===== config.mk =====
export PLATFORM = sky130hd
export DESIGN_NAME = rsbm_ram
export DESIGN_NICKNAME = d
export VERILOG_FILES = /design/src/sv/rsbm_ram.sv
export SDC_FILE = /design/constraint.sdc
export NUM_CORES = 1
export LEC_CHECK = 0
export BUFFER_PORTS_ARGS = -buffer_cell sky130_fd_sc_hd__buf_2
export CORE_MARGIN = 5
export CORE_UTILIZATION = 40
export DETAILED_ROUTE_END_ITERATION = 12
export GPL_TIMING_DRIVEN = 0
export PLACE_DENSITY_LB_ADDON = 0.25
export SETUP_SLACK_MARGIN = 0.1
export SYNTH_ARGS = -nofsm -noshare
export SYNTH_HDL_FRONTEND = slang
export SYNTH_SLANG_ARGS = --single-unit

===== constraint.sdc =====
create_clock -name i_clk -period 3.1 [get_ports i_clk]
set_input_delay 0.31 -clock i_clk [delete_from_list [all_inputs] [get_ports i_clk]]
set_output_delay 0.31 -clock i_clk [all_outputs]
set_load 0.01 [all_outputs]

===== src/sv/rsbm_ram.sv =====
// generic single-port-write, single-port-read synchronous ram
// registered read, read during write at the same address returns old data
`default_nettype none

module rsbm_ram #(
    parameter int WIDTH = 8,
    parameter int DEPTH = 16
) (
    input  wire logic                     i_clk,
    input  wire logic                     i_we,
    input  wire logic [$clog2(DEPTH)-1:0] i_waddr,
    input  wire logic [WIDTH-1:0]         i_wdata,
    input  wire logic                     i_re,
    input  wire logic [$clog2(DEPTH)-1:0] i_raddr,
    output logic      [WIDTH-1:0]         o_rdata
);

    logic [WIDTH-1:0] r_mem [DEPTH];

    always_ff @(posedge i_clk) begin
        if (i_we) begin
            r_mem[i_waddr] <= i_wdata;
        end
        if (i_re) begin
            o_rdata <= r_mem[i_raddr];
        end
    end

endmodule

`default_nettype wire


==> impl_metrics.json <==
{
  "status": "completed",
  "numCtsBuffers": 17,
  "gp_congestion": 0.735,
  "synthTopCellsByArea": "edfxtp_1, mux4_2, mux4_1, a22oi_1, nor2_1",
  "cp-end-kind": "flop",
  "critPathKind": "flop to flop",
  "power_w": 0.00433,
  "final_util": 0.486,
  "synth_top_area_cell": "edfxtp_1",
  "die_x_um": 124,
  "worst_ep_arrival_time_ns": 1.75,
  "tightest_slew_ns": 1.24,
  "ys.flop_type": "edfxtp_1",
  "setup_tns_ns": 0,
  "fin_ws_ns": 1.50,
  "grt_pass1_vias": 2503,
  "synth_edf_count": 136,
  "num_rows": 41,
  "clk_latency_ns": 0.41,
  "hold_viol_final": 0,
  "drv_slew": 0,
  "synth_top_area_share": 0.781,
  "clockBufferDepth": 2,
  "maxSlewHeadroom": 0.170,
  "setup_violations": 0,
  "track_usage": 0.139,
  "required_ns": 3.25,
  "hold_class": "primary input to flop",
  "rsz0062_at_grt": "no",
  "clock-sinks": 136,
  "clockRootBuffer": "clkbuf_16",
  "synth_area_per_cell_um2": 22.8,
  "synth_fp_nets": 248,
  "fin_crit_ns": 1.60,
  "via_count": 2360,
  "cts_tree": "built",
  "cts_resized": 0,
  "grt_max_degree": 17,
  "pre_cts_ws_ns": 0.653,
  "grt_pass1_wl_mm": 15.4,
  "syn_area_um2": 5230,
  "io_pins": 27,
  "ctsHoldBuffers": 0,
  "synth_cell_types": 18,
  "drt_pre_antenna_iters": 4,
  "wire_per_inst_um": 22.2,
  "antenna_found_initial": 0,
  "yosysSeqAreaShare": 0.781,
  "die_height_um": 124,
  "h-tree-depth": 4,
  "yosys.cell_count.top_type": "edfxtp_1",
  "synth_common_cells": "edfxtp_1, mux4_2, a22oi_1",
  "area_delta_synth_final_pct": 18.2,
  "worst_setup_path_start_kind": "flop",
  "nets": 292,
  "vias_per_cell": 5.16,
  "yosys_warnings": 0,
  "synth_seq_cells": 136,
  "crit_fanout": 1,
  "drt_iter0_drc": 159,
  "skew_ns": 0.00853,
  "place.port_buffers": 25,
  "totalWireLength_mm": 10.2,
  "async_flop_share": 0,
  "dp.final_hpwl_mm": 6.38,
  "p_leak_nw": 2.03,
  "post-cts-setup-buffer-count": 0,
  "antenna_cells": 0,
  "ir_drop_mv": 0.288,
  "cap_violations": 0,
  "fmax_mhz": 624,
  "clk_pin_slew_worst_paths_ns": 0.06,
  "p_per_area_nw_per_um2": 701,
  "synthCells": 229,
  "drcViolationCount": 0,
  "initial_core_util": 0.411,
  "dieArea_um2": 15500,
  "grt-ovfl-total": 0,
  "antenna_left": 0,
  "drive_gt1_frac": 0.288,
  "fin_crit_sh": 0.517,
  "hold_ws_ns": 0.235,
  "coreArea_um2": 12700
}
==> critical path, cell delays in order (launching register included) <==
cell and delay [ns]:
edfxtp_1 0.36, mux4_1 0.57, a22oi_1 0.29, nand2_1 0.12
==> through the flow <==
stage,area [um2],instances
5_1_grt,6180,457
3_3_place_gp,5570,426
3_5_place_dp,5570,426
6_report,6180,457
2_1_floorplan,5230,229
4_1_cts,6170,457
==> placed cells by master (no fill, tap or decap), types with 2 or more instances in the layout <==
cell	Yosys	final
a22oi_1	16	16
buf_2	3	28
buf_6	3	3
bufinv_16	0	4
clkbuf_16	0	17
clkdlybuf4s25_2	3	3
clkinv_1	0	4
clkinvlp_4	0	5
edfxtp_1	136	136
mux4_1	14	14
mux4_2	18	18
nand2_1	9	9
nand2b_1	2	2
nand3b_1	2	2
nor2_1	13	13
nor3_1	4	3
==> layout make-up <==
cell class / instances / area (um2)
multi-input cells: 83 / 1060
clock buffers: 17 / 425
flip-flops and latches: 136 / 4080
repair buffers: 25 / 125
fillers: 1075 / 6540
plain buffers: 10 / 86.3
clock inverters: 14 / 181
well taps: 172 / 215
==> layer usage <==
metal | GRT usage | wire [um] | up-vias
li1 | - | - | 1069
met1 | 0.192 | 4670 | 1223
met2 | 0.210 | 5000 | 66
met3 | 0.0442 | 433 | 2
met4 | 0.0464 | 54 | 0
met5 | 0 | 0 | -
==> power breakdown <==
| part | internal (W) | switching [W] |
|---|---|---|
| clock | 0.00133 | 0.000725 |
| sequential | 0.00207 | 0.00000825 |
| combinational | 0.0000799 | 0.000118 |
==> registers in the layout, indices dropped and copies added (netlist names) <==
name	flops
o_rdata	8
r_mem	128
==> kinds of logic after synthesis <==
| family | count (synthesis) | synth area share |
|---|---|---|
| AO/OA/AOI/OAI | 16 | 0.0230 |
| buffers and inverters | 10 | 0.0165 |
| flip-flops | 136 | 0.781 |
| AND/OR/NAND/NOR | 35 | 0.0314 |
| multiplexers | 32 | 0.148 |
==> final timing paths <==
check | slack, ns | depth (start not counted) | start | endpoint
setup reg to reg | 1.50 | 3 | r_mem[5][0] | o_rdata[0]
hold / removal | 0.23 | 1 | i_re | o_rdata[3]
setup / recovery | 1.50 | 3 | r_mem[5][0] | o_rdata[0]
hold reg to reg | 0.76 | 3 | r_mem[11][3] | o_rdata[3]
No activity file was read; power rests on OpenSTA's default activity.
