**config.mk**
```make
export PLATFORM = sky130hd
export DESIGN_NAME = rsbm_outq
export DESIGN_NICKNAME = d
export VERILOG_FILES = /design/src/sv/rsbm_pkg.sv /design/src/sv/rsbm_outq.sv
export SDC_FILE = /design/constraint.sdc
export NUM_CORES = 1
export LEC_CHECK = 0
export BUFFER_PORTS_ARGS = -buffer_cell sky130_fd_sc_hd__buf_2
export CELL_PAD_IN_SITES_DETAIL_PLACEMENT = 0
export CELL_PAD_IN_SITES_GLOBAL_PLACEMENT = 2
export CORE_MARGIN = 8
export CORE_UTILIZATION = 38
export DETAILED_ROUTE_END_ITERATION = 10
export PLACE_DENSITY = 0.76
export SLEW_MARGIN = 20
export SYNTH_ARGS = -nofsm -noshare
export SYNTH_HDL_FRONTEND = slang
export SYNTH_SLANG_ARGS = --single-unit
export TNS_END_PERCENT = 100
```
**constraint.sdc**
```tcl
create_clock -name i_clk -period 2.8 [get_ports i_clk]
set_clock_uncertainty 0.15 [all_clocks]
set_input_delay 0.56 -clock i_clk [delete_from_list [all_inputs] [get_ports i_clk]]
set_output_delay 0.56 -clock i_clk [all_outputs]
set_load 0.005 [all_outputs]
```
**src/sv/rsbm_pkg.sv**
```systemverilog
// shared types and constants for the range scan background mask
// no dependencies; used by rsbm_outq, the top module and the bench by scoped names
`default_nettype none

package rsbm_pkg;

    // field widths fixed by the sample format
    localparam int RANGE_W = 16;
    localparam int BEAM_W  = 10;

    // default number of mask entries
    localparam int BEAM_COUNT_DEF = 1024;

    // configuration port
    localparam int CFG_IDX_W  = 2;
    localparam int CFG_DATA_W = 16;

    localparam logic [CFG_IDX_W-1:0] REG_RANGE_MIN      = 2'd0;
    localparam logic [CFG_IDX_W-1:0] REG_RANGE_MAX      = 2'd1;
    localparam logic [CFG_IDX_W-1:0] REG_MASK_THRESHOLD = 2'd2;

    localparam logic [RANGE_W-1:0] RANGE_MIN_RST      = 16'h0000;
    localparam logic [RANGE_W-1:0] RANGE_MAX_RST      = 16'hFFFF;
    localparam logic [RANGE_W-1:0] MASK_THRESHOLD_RST = 16'h0000;

    // command codes
    localparam logic CMD_LEARN  = 1'b0;
    localparam logic CMD_FILTER = 1'b1;

    // result queue sizing
    localparam int OUTQ_DEPTH = 4;
    localparam int OUTQ_PTR_W = 2;
    localparam int OUTQ_CNT_W = 3;

    typedef struct packed {
        logic               command;
        logic [BEAM_W-1:0]  beam_index;
        logic [RANGE_W-1:0] range_mm;
    } t_in_item;

    typedef struct packed {
        logic sample_valid;
        logic foreground;
    } t_out_item;

    // one mask word: presence flag plus nearest range
    typedef struct packed {
        logic               present;
        logic [RANGE_W-1:0] range_mm;
    } t_mask_entry;

    localparam int MASK_W = $bits(t_mask_entry);

    // result queue status seen by the pipeline
    typedef struct packed {
        logic [OUTQ_CNT_W-1:0] count;
    } t_outq_stat;

endpackage

`default_nettype wire

```
**src/sv/rsbm_outq.sv**
```systemverilog
// small result queue that decouples the mask pipeline from the output stall
// depends on rsbm_pkg for the result type and queue sizing
`default_nettype none

module rsbm_outq (
    input  wire logic               i_clk,
    input  wire logic               i_rst_n,
    input  wire logic               i_push,
    input  wire rsbm_pkg::t_out_item i_push_data,
    output logic                    o_valid,
    input  wire logic               i_stall,
    output rsbm_pkg::t_out_item     o_data,
    output rsbm_pkg::t_outq_stat    o_stat
);

    rsbm_pkg::t_out_item r_buf [rsbm_pkg::OUTQ_DEPTH];

    logic [rsbm_pkg::OUTQ_PTR_W-1:0] r_wptr;
    logic [rsbm_pkg::OUTQ_PTR_W-1:0] r_rptr;
    logic [rsbm_pkg::OUTQ_CNT_W-1:0] r_count;
    logic                            pop;

    assign o_valid = (r_count != '0);
    assign pop     = o_valid && !i_stall;
    assign o_data  = r_buf[r_rptr];

    assign o_stat.count = r_count;

    always_ff @(posedge i_clk) begin
        if (i_push) begin
            r_buf[r_wptr] <= i_push_data;
        end
    end

    always_ff @(posedge i_clk) begin
        if (!i_rst_n) begin
            r_wptr  <= '0;
            r_rptr  <= '0;
            r_count <= '0;
        end else begin
            if (i_push) begin
                r_wptr <= r_wptr + 1'b1;
            end
            if (pop) begin
                r_rptr <= r_rptr + 1'b1;
            end
            case ({i_push, pop})
                2'b10:   r_count <= r_count + 1'b1;
                2'b01:   r_count <= r_count - 1'b1;
                default: r_count <= r_count;
            endcase
        end
    end

endmodule

`default_nettype wire

```
==> results of run 1 <==
Yosys cell counts:
master,number,area share [%]
dfxtp_1,9,24
edfxtp_1,8,32
and2_1,7,5.8
inv_1,7,3.5
ha_1,5,8.3
a21boi_1,3,3.0
o21ai_0,3,2.0
mux2i_1,2,2.6
mux4_2,2,6.0
nand2_1,2,0.99
or3_1,2,1.7
xor2_1,2,2.3
fa_1,1,2.6
nand2b_1,1,0.83
nor2_1,1,0.50
nor2b_1,1,0.83
nor3_2,1,1.3
nor3b_1,1,0.99
xnor2_1,1,1.2
power by group:
| group | switching (mW) | leakage (nW) | internal [mW] |
|---|---|---|---|
| Sequential | 0.0362 | 0.147 | 0.302 |
| Clock | 0.0734 | 0.0177 | 0.0531 |
| Combinational | 0.106 | 0.186 | 0.117 |
cells in the final DEF, fill, tap and decap left out, types with 3 or more instances in the layout:
master    Yosys  routed
and2_1        7       7
buf_2         0      11
dfxtp_1       9       9
ha_1          5       5
o21ai_0       3       3
inv_1         7       7
clkbuf_4      0       3
edfxtp_1      8       8
a21boi_1      3       3
through the flow:
step                      utilization (%)  area [µm²]  hold WS (ps)
after global placement               43.9         845           310
after CTS                            45.4         872           327
after floorplan                         -         756           295
final                                45.4         872           331
after detailed placement             43.9         845           325
after global routing                 45.4         872           329
worst max-delay path, stage by stage (launching register included):
cell	delay [ps]
dfxtp_1	420
nor3_2	100
nor2_1	120
ha_1	200
inv_1	60
fa_1	370
xor2_1	160
or3_1	310
a21boi_1	140
cells by family (layout without fill, tap and decap cells):
logic type | count (synthesis) | in the layout | synth area share, %
xor+xnor | 3 | 3 | 3.48
buf+inv | 7 | 22 | 3.48
fa+ha+maj | 6 | 6 | 10.9
mux | 4 | 4 | 8.61
flops | 17 | 17 | 55.6
simple gates | 16 | 16 | 12.9
compound gates | 6 | 6 | 4.97
final timing paths:
kind | startpoint | to | slack [ps]
max | o_stat[0] | o_stat[2] | 720
min | r_rptr[1] | r_rptr[1] | 330
max reg2reg | o_stat[0] | o_stat[2] | 720
min reg2reg | r_rptr[1] | r_rptr[1] | 330
final cells by class:
type                            count  area share (%)
Sequential cell                    17            48.2
Multi-Input combinational cell     35            35.4
Clock inverter                      1           0.574
Inverter                            7            3.01
Timing Repair Buffer               11            6.31
Clock buffer                        3            2.58
Tap cell                           27            3.87
routing by layer:
metal | up-vias | share of wire, % | wire length (µm) | GRT usage, %
li1 | 231 | - | - | -
met1 | 214 | 47 | 527 | 8.20
met2 | 7 | 47 | 520 | 11.2
met3 | 2 | 5.1 | 57 | 4.45
met4 | 0 | 1.2 | 13 | 2.99
met5 | - | 0 | 0 | 0
==> results.txt, run 1 <==
Status: completed
Element type at the critical path end: register
Number of gates resized after CTS: 0
Pwr Total: 687 µW
Clock buffer count from CTS: 3
Mean Syn Cell Area: 12.8 µm²
Post-route ant nets: 0
WS Path Type: register to register
Placed insts: 97
Fillers: 206
Clk Latency, worst-skew pair: 290 ps
Final Hold Vio Count: 0
Area of the multi-input gates: 309 µm²
Pre-CTS WS: 544 ps
Syn. warnings: 0
Pwr dens: 788 mW/mm²
Layout cells sized above 1: 24.3%
Post-Route Setup TNS: 0 ps
Routability cong.: 0.652
Setup violators final: 0
Hold Path Class: register to register
Crit path DAT: 2160 ps
Postcts setup bufs: 0
VDD IR max: 0.000398 V
CP required: 2880 ps
Root Buffer Master: clkbuf_4
Port buffer count: 11
Post-synthesis register bit count: 17
Sequential fraction of the synthesis area: 55.6%
Clock transition at path regs: 100 ps
CTS tree: done
Post-Synthesis Cells: 59
Pin count of the biggest net entering global routing: 11
Max Transition Viols Final: 0
Die outline height: 60.6 µm
Htree depth: 1
Die area: 0.00367 mm²
Hold Crit Depth: 2
Wire length per cell: 11.1 µm
Synth-to-Final Area Change: 15.4%
Number of global-route vias before repair: 449
CTS Sinks: 17
Initial antenna violation count: 0
Initial Util: 39.3%
Diode count: 0
Die span in x: 60.6 µm
Post-Route WL: 1120 µm
Post-synthesis net count: 71
Yosys cell types: 19
DRT iter0 DRCs: 14
Pre-antenna DRT Iters: 2
Std-Cell Rows: 16
Post-CTS Hold Fix Bufs: 0
Detailed placement HPWL: 897 µm
Non-filler cells, final: 101
Max-Cap Viols: 0
Worst slew pin tran: 294 ps
Clock buffer depth: 2
Fmax achieved: 481 MHz
Max-Slew Margin vs Limit: 80.3%
Cell leakage power: 0.351 nW
Io pins: 12
Core area: 0.00192 mm²
Final Cycle Share: 74.2%
CP Max Fanout: 5
First-pass GRT wire length: 1930 µm
Drt drc: 0
CP Launch Type: register
Seq. cell area: 420 µm²
Final Critical Period: 2080 ps
Routed via count: 454
Worst reg2reg path depth: 8
GRT Util Overall: 7.38%
Global route overflow: 0
Vias/cell: 4.50
RSZ-0062 raised after global routing: no
Post-Syn Area: 756 µm²
Final Net Count: 87
Setup WS post-layout: 721 ps
Power figures use the tool's default switching activity.
==> run 2: changes to the inputs <==
--- a/config.mk
+++ b/config.mk
@@ -5,13 +5,14 @@
 export SDC_FILE = /design/constraint.sdc
 export NUM_CORES = 1
 export LEC_CHECK = 0
+export ABC_AREA = 1
 export BUFFER_PORTS_ARGS = -buffer_cell sky130_fd_sc_hd__buf_2
 export CELL_PAD_IN_SITES_DETAIL_PLACEMENT = 0
 export CELL_PAD_IN_SITES_GLOBAL_PLACEMENT = 2
 export CORE_MARGIN = 8
-export CORE_UTILIZATION = 38
+export CORE_UTILIZATION = 33
 export DETAILED_ROUTE_END_ITERATION = 10
-export PLACE_DENSITY = 0.76
+export PLACE_DENSITY = 0.72
 export SLEW_MARGIN = 20
 export SYNTH_ARGS = -nofsm -noshare
 export SYNTH_HDL_FRONTEND = slang
==> constraint.sdc (replaced) <==
create_clock -name i_clk -period 2.1 [get_ports i_clk]
set_clock_uncertainty 0.15 [all_clocks]
set_input_delay 0.42 -clock i_clk [delete_from_list [all_inputs] [get_ports i_clk]]
set_output_delay 0.42 -clock i_clk [all_outputs]
set_load 0.005 [all_outputs]
==> results.txt, run 2 <==
Post-CTS Hold Fix Bufs: 0 (unchanged)
Yosys cell types: 17 (was 19)
Postcts setup bufs: 0 (unchanged)
VDD IR max: 0.000349 V (was 0.000398 V)
Setup violators final: 0 (unchanged)
Clk Latency, worst-skew pair: 280 ps (was 290 ps)
Pwr Total: 843 µW (was 687 µW)
Sequential fraction of the synthesis area: 54.0% (was 55.6%)
Placed cell area: 868 µm² (was 845 µm²)
Critical path buffers and inverters: 3 (was 1)
CP startpoint: o_stat[1] (was o_stat[0])
Max-Cap Viols: 0 (unchanged)
Clock transition at path regs: 100 ps (about the same)
End of the critical path: o_stat[2] (unchanged)
Vias/cell: 4.39 (was 4.50)
Pwr dens: 943 mW/mm² (was 788 mW/mm²)
Final Critical Period: 1790 ps (was 2080 ps)
Syn. warnings: 0 (unchanged)
Number of gates resized after CTS: 0 (unchanged)
Max-Slew Margin vs Limit: 87.0% (was 80.3%)
Pre-antenna DRT Iters: 3 (was 2)
Die span in x: 64.6 µm (was 60.6 µm)
Worst slew pin tran: 193 ps (was 294 ps)
Post-route ant nets: 0 (unchanged)
Pre-CTS WS: 203 ps (was 544 ps)
Area contributors post-synth: edfxtp_1, dfxtp_1, ha_1, inv_1, o21ai_0 (was edfxtp_1, dfxtp_1, ha_1, mux4_2, and2_1)
Max Transition Viols Final: 0 (unchanged)
Element type at the critical path end: register (unchanged)
Routed via count: 549 (was 454)
Initial antenna violation count: 0 (unchanged)
CP Max Fanout: 3 (was 5)
Routability cong.: 0.723 (was 0.652)
Drt drc: 0 (unchanged)
Most common flop cell mapped by yosys: dfxtp_1 (unchanged)
Crit path depth: 10 (was 8)
Synth-to-Final Area Change: 15.0% (was 15.4%)
Crit path DAT: 1870 ps (was 2160 ps)
Layout cells sized above 1: 20.6% (was 24.3%)
Setup WS post-layout: 312 ps (was 721 ps)
CP Cell Sequence: inv_2 -> a31oi_1 -> ha_1 -> inv_1 -> fa_1 -> nand2_1 -> nand3_1 -> nand2_1 -> inv_1 -> nor2_1 (was nor3_2 -> nor2_1 -> ha_1 -> inv_1 -> fa_1 -> xor2_1 -> or3_1 -> a21boi_1)
Async set-reset flop share out of synthesis: 0% (unchanged)
Worst reg2reg path depth: 10 (was 8)
WS Path Type: register to register (unchanged)
Detailed placement HPWL: 1100 µm (was 897 µm)
Hold Path Class: input pin to register (was register to register)
Post-Route WL: 1320 µm (was 1120 µm)
GRT Util Overall: 7.22% (was 7.38%)
RR Endpoint: o_stat[2] (unchanged)
Clock buffer count from CTS: 3 (unchanged)
Non-filler cells, final: 125 (was 101)
CP required: 2180 ps (was 2880 ps)
Io pins: 12 (unchanged)
Status: completed (unchanged)
CTS tree: done (unchanged)
Pin count of the biggest net entering global routing: 10 (was 11)
Fmax achieved: 559 MHz (was 481 MHz)
Post-synthesis net count: 94 (was 71)
CP Launch Type: register (unchanged)
EDFF count, synth: 8 (unchanged)
DRT iter0 DRCs: 7 (was 14)
Most common library cells after synthesis: inv_1, nand2_1, dfxtp_1 (was dfxtp_1, edfxtp_1, and2_1, inv_1, ha_1)
Initial Util: 35.2% (was 39.3%)
Most common cell after layout, fill and taps aside: inv_1 (was buf_2)
Final Net Count: 110 (was 87)
Post-synthesis register bit count: 17 (unchanged)
Final non-filler cell area: 895 µm² (was 872 µm²)
Diode count: 0 (unchanged)
Number of global-route vias before repair: 555 (was 449)
Slowest cell delay on critical path: 370 ps (was 420 ps)
Wire length per cell: 10.6 µm (was 11.1 µm)
Post-Syn Area: 778 µm² (was 756 µm²)
First-pass GRT wire length: 2330 µm (was 1930 µm)
Final Hold Vio Count: 0 (unchanged)
Root Buffer Master: clkbuf_4 (unchanged)
Clock buffer depth: 2 (unchanged)
Htree depth: 1 (unchanged)
Std-Cell Rows: 17 (was 16)
Port buffer count: 11 (unchanged)
Post-Route Setup TNS: 0 ps (unchanged)
Core area: 0.00221 mm² (was 0.00192 mm²)
Die outline height: 64.6 µm (was 60.6 µm)
Placed insts: 121 (was 97)
Top cell type's share of synthesized area: 30.9% (was 31.8%)
CP max stage cell: dfxtp_1 (unchanged)
RSZ-0062 raised after global routing: no (unchanged)
Final Cycle Share: 85.1% (was 74.2%)
Yosys top cell by area: edfxtp_1 (unchanged)
Mean Syn Cell Area: 9.49 µm² (was 12.8 µm²)
CTS Sinks: 17 (unchanged)
Die area: 0.00417 mm² (was 0.00367 mm²)
Commonest non-fill, non-tap cells in the layout: inv_1, buf_2, nand2_1, dfxtp_1 (was buf_2, dfxtp_1, edfxtp_1, inv_1, and2_1)
Cell leakage power: 0.415 nW (was 0.351 nW)
Post-Synthesis Cells: 82 (was 59)
CP top delay family: adder cells (unchanged)
RR Startpoint: o_stat[1] (was o_stat[0])
Reg-to-reg setup timing slack: 310 ps (was 720 ps)
Global route overflow: 0 (unchanged)
Count leader, synth: inv_1 (was dfxtp_1)
[run 2: cell count changes after synthesis, sizes merged, moves of 3 or more]
cell / change
o21ai: +5
a21oi: +6
inv: +11
nand2: +9
a21boi: -3
nand3: +3
and2: -7
nor2: +8
[run 2: cell families after synthesis]
group / Yosys count / share of synthesized area [%]
buf+inv: 18 / 8.68
flops: 17 / 54.0
simple gates: 24 / 15.3
compound gates: 17 / 11.4
fa+ha+maj: 6 / 10.6
[run 2: worst min-delay path by stage]
stage	start	cells past startpoint	endpoint
global placement	o_stat[0]	1	o_stat[0]
floorplan	r_rptr[0]	2	register
CTS	i_push_data[1]	1	r_buf[2][1]
global route	i_push_data[1]	1	r_buf[2][1]
detailed placement	o_stat[0]	1	o_stat[0]
finish	i_push_data[1]	1	r_buf[2][1]
[run 2: worst register-to-register path: stages, from the launching register on]
cell     delay, ps
dfxtp_1        370
inv_2           80
a31oi_1        170
ha_1           180
inv_1           70
fa_1           370
nand2_1        100
nand3_1         70
nand2_1         60
inv_1           30
nor2_1          80
[run 2: metrics by stage]
stage                     hold slack, ps  util (%)
after floorplan                      298         -
after global placement               315      39.3
after detailed placement             328      39.3
after CTS                            192      40.4
after global routing                 185      40.4
final                                204      40.4
[run 2: per-layer routing]
layer  GRT usage [%]  share of wire (%)
met5               0                  0
met2            11.8                 48
met1            7.35                 46
met3            2.58                4.3
met4            5.72                1.4
[run 2: cell type report]
class	count	area (µm²)
timing repair buffer	11	55.1
inverter	18	67.6
fill	241	1320
tap	28	35.0
clock buffer	4	26.3
sequential	17	420
multi-input combinational	47	290
[run 2: power by group]
part | switching (mW) | internal, mW | leakage (nW)
logic | 0.149 | 0.101 | 0.253
registers | 0.0305 | 0.390 | 0.148
clock network | 0.0989 | 0.0738 | 0.0150
total | 0.279 | 0.565 | 0.415
